===== config.mk =====
export PLATFORM = sky130hd
export DESIGN_NAME = spq_cell
export DESIGN_NICKNAME = d
export VERILOG_FILES = /design/src/rtl/spq_pkg.sv /design/src/rtl/spq_cell.sv
export SDC_FILE = /design/constraint.sdc
export NUM_CORES = 1
export LEC_CHECK = 0
export BUFFER_PORTS_ARGS = -buffer_cell sky130_fd_sc_hd__buf_2
export CAP_MARGIN = 20
export CORE_AREA = 2 2 89 91
export DETAILED_ROUTE_END_ITERATION = 12
export DIE_AREA = 0 0 91 93
export HOLD_SLACK_MARGIN = 0.02
export PLACE_DENSITY = 0.93
export SETUP_SLACK_MARGIN = 0.4
export SYNTH_ARGS = -nofsm -noshare
export SYNTH_HDL_FRONTEND = slang
export SYNTH_SLANG_ARGS = --single-unit

===== constraint.sdc =====
create_clock -name clock -period 13.65 [get_ports clock]
set_input_delay 1.365 -clock clock [delete_from_list [all_inputs] [get_ports clock]]
set_output_delay 1.365 -clock clock [all_outputs]
set_load 0.02 [all_outputs]

===== src/rtl/spq_pkg.sv =====
// types and constants shared by the sorted priority queue
// no dependencies
package spq_pkg;

   localparam int COUNT_W = 7;
   localparam logic [COUNT_W-1:0] CAPACITY_RESET = 7'd64;

   localparam logic OP_INSERT = 1'b0;
   localparam logic OP_REMOVE = 1'b1;

   typedef enum logic [1:0] {
      STATUS_DONE  = 2'd0,
      STATUS_FULL  = 2'd1,
      STATUS_EMPTY = 2'd2
   } status_type;

   typedef struct packed {
      logic        opcode;
      logic [15:0] item_id;
      logic [15:0] produce_time;
      logic [15:0] consume_time;
      logic [7:0]  priority_req;
   } req_type;

   typedef struct packed {
      status_type         status;
      logic [15:0]        out_item_id;
      logic [15:0]        out_produce_time;
      logic [15:0]        out_consume_time;
      logic [7:0]         out_priority;
      logic [COUNT_W-1:0] entry_count_after;
   } rsp_type;

   typedef struct packed {
      logic [15:0] item_id;
      logic [15:0] produce_time;
      logic [15:0] consume_time;
      logic [7:0]  prio;
   } entry_type;

   // per-cycle command broadcast to every cell
   typedef struct packed {
      logic shift_in;
      logic shift_out;
   } cell_ctl_type;

endpackage


===== src/rtl/spq_cell.sv =====
// one slot of the sorted row: holds an entry, shifts right on insert, left on remove
// depends on spq_pkg
module spq_cell (
   input  logic                 clock,
   input  spq_pkg::cell_ctl_type ctl,
   input  spq_pkg::entry_type   new_entry,
   input  logic                 occupied,
   input  logic                 left_gt,
   input  spq_pkg::entry_type   left_entry,
   input  spq_pkg::entry_type   right_entry,
   output logic                 gt,
   output spq_pkg::entry_type   entry
);
   import spq_pkg::*;

   entry_type entry_ff;
   entry_type entry_in;

   // empty slots count as greater, so the first greater slot is the insert point
   assign gt    = !occupied || (entry_ff.prio > new_entry.prio);
   assign entry = entry_ff;

   always_comb begin
      entry_in = entry_ff;
      if (ctl.shift_in) begin
         if (gt) begin
            entry_in = left_gt ? left_entry : new_entry;
         end
      end else if (ctl.shift_out) begin
         entry_in = right_entry;
      end
   end

   always_ff @(posedge clock) begin
      entry_ff <= entry_in;
   end

endmodule


==> results.yml <==
clock_tree:
  clk_pin_slew_worst_paths_ps: 90
  root_buffer: "clkbuf_8"
  tritoncts: "done"
  cts-buffers-inserted: 5
  ctsHoldBuffers: 0
  clock_latency_ps: 300
  cts_setup_buffers: 0
  clock_path_buffers: 2
  postCtsResizedCells: 0
  h-tree-depth: 2
  cts_sinks: 56
placed_design:
  numPlacedInstances: 590
  finalWeightedCongestion: 0.7917
  port_buffers: 229
  dpl.hpwl_um: 6496
route:
  first_iter_violations: 83
  via_per_inst: 4.861
  routedWlPerCell_um: 13.92
  vias: 2907
  dr.pass1.iters: 4
  antenna_left: 0
  routed_wl_um: 8323
  drc_errors: 0
setup_path:
  cpPeakStageDelay_ps: 660
  crit_path_start: "new_entry[7]"
  required_ps: 12280
  end_kind: "output port"
  cp_slowest_cell: "o41ai_1"
  r2r_start: "entry[7]"
  path_cells: "buf_2 > inv_1 > ha_1 > nand4_1 > nor2_1 > o41ai_1 > nand2_1 > buf_2"
  worstSetupStartpointType: "input port"
  critPathMostFrequentCell: "buf_2"
  worstSetupPathType: "input port to output port"
  cp.arrival_ps: 2980
  crit_fanout: 3
grt:
  grt_first_pass_wirelength_um: 12720
  grt_remaining_overflow: 0
  antenna_found_initial: 0
  grt_start_max_net_pins: 77
  grt_use_total_pct: 18.74
  grt_pass1_vias: 2779
die:
  start_util_pct: 40.63
  core-area_mm2: 0.007527
  fp-row-count: 32
  die-height_um: 93
  die-area_mm2: 0.008463
  pin_count: 230
  die_w_um: 91
finish:
  area_delta_synth_final_pct: 42.72
  drive_gt1_share_pct: 47.98
  diodes: 0
  nets: 676
  largest_reg_flops: 56
  fillers: 651
  finalNonFillerCells: 598
sta:
  rsz0062_at_grt: "no"
  tightest_slew_ps: 952.0
  hold_viol: 0
  maxSlewViolCount: 0
  relSlewSlack_pct: 36.54
  fin_tns_setup_ps: 0
  max_freq_mhz: 230.1
  fin_crit_sh_pct: 31.83
  fin_crit_ps: 4345
  setup_viol: 0
  fin_skew_ps: 3.225
synth:
  synth_cell_types: 18
  ys_warn_count: 0
  postSynthAreaPerCell_um2: 11.08
  syn_nets: 457
  ys_seq_area_share_pct: 54.99
  syn_inst: 276
  ys_seq_elements: 56
  synthesis.area_mm2: 0.003058
outcome:
  status: "complete, no violations"
pwr:
  finalPower_mw: 0.4386
  vdd_drop_max_v: 0.00005658
  p_per_area_mw_per_mm2: 100.5
  p_leak_nw: 2.158
flow_run:
  cap_violations: 0
worst_hold_path:
  hold_class: "input port to register"
  hp-start: "right_entry[7]"
-- cells by family (layout without fill, tap and decap cells) --
| group | count (synthesis) | in the layout | synth area share, % |
|---|---|---|---|
| AND/OR/NAND/NOR | 66 | 66 | 8.347 |
| AO/OA/AOI/OAI | 62 | 62 | 10.39 |
| multiplexers | 56 | 56 | 18.33 |
| flip-flops | 56 | 56 | 54.99 |
| buffers and inverters | 28 | 248 | 4.664 |
| adder cells (fa/ha/maj) | 8 | 8 | 3.273 |
-- placed cells by master, fill, tap and decap left out --
cell type,Yosys,final
a211oi_1,1,1
a21oi_1,58,58
a31oi_4,0,1
buf_2,3,227
buf_4,5,4
bufinv_16,0,1
clkbuf_8,0,5
clkinv_1,0,2
edfxtp_1,56,56
ha_1,8,8
inv_1,9,9
mux2i_1,56,56
nand2_1,5,5
nand2b_1,1,1
nand4_1,1,1
nor2_1,58,58
o21ai_0,1,1
o41ai_1,1,1
or3_1,1,1
-- where the power goes --
part | leakage (nW) | internal, mW | switching (mW)
clock | 0.0532 | 0.0535 | 0.0515
sequential | 0.550 | 0.213 | 0.00498
combinational | 1.55 | 0.0474 | 0.0682
-- cells in the mapped netlist, drive strengths merged --
cell,instances,area share [%]
a211oi,1,0.25
a21oi,58,9.5
a31oi,1,0.20
buf,10,2.5
clkbuf,9,1.1
edfxtp,56,55
ha,8,3.3
inv,9,1.1
mux2i,56,18
nand2,5,0.61
nand2b,1,0.20
nand4,1,0.20
nor2,58,7.1
o21ai,1,0.16
o41ai,1,0.29
or3,1,0.20
-- critical path, delay by kind of cell --
family	cells	cell delay, ps
AND/OR/NAND/NOR	3	320
adder cells (fa/ha/maj)	1	310
AO/OA/AOI/OAI	1	660
buffers and inverters	3	310
-- routing by layer --
| metal | share of wire (%) | GRT usage, % | up-vias |
|---|---|---|---|
| met3 | 6.6 | 3.546 | 15 |
| met5 | 0 | 0 | - |
| met1 | 38 | 20.94 | 1321 |
| li1 | - | - | 1436 |
| met2 | 53 | 35.25 | 135 |
| met4 | 2.1 | 7.197 | 0 |
-- final cells by class --
cell class              count  area (um2)  area share [%]
clock buffers               5       68.82           1.577
flip-flops and latches     56        1682           38.53
well taps                 102       127.6           2.924
inverters                   9       33.78          0.7741
repair buffers            231        1166           26.72
clock inverters             3       37.54          0.8601
multi-input cells         192        1249           28.61
-- per-stage QoR --
step	utilization (%)	worst slack [ps]	cell area, um2	hold WS [ps]
after global routing	57.98	9170	4364	1382
after CTS	57.98	9305	4364	1370
after floorplan	-	8180	3058	1590
final	57.98	9305	4364	1382
after detailed placement	56.57	9312	4258	1675
after global placement	56.57	9388	4258	1631
-- path summary, 6_finish.rpt --
check	endpoint	slack (ps)	cells after the start
max	gt	9300	8
min	entry[7]	1380	3
max reg2reg	entry[26]	11150	6
min reg2reg	entry[2]	1690	6
No activity file was read; power rests on OpenSTA's default activity.
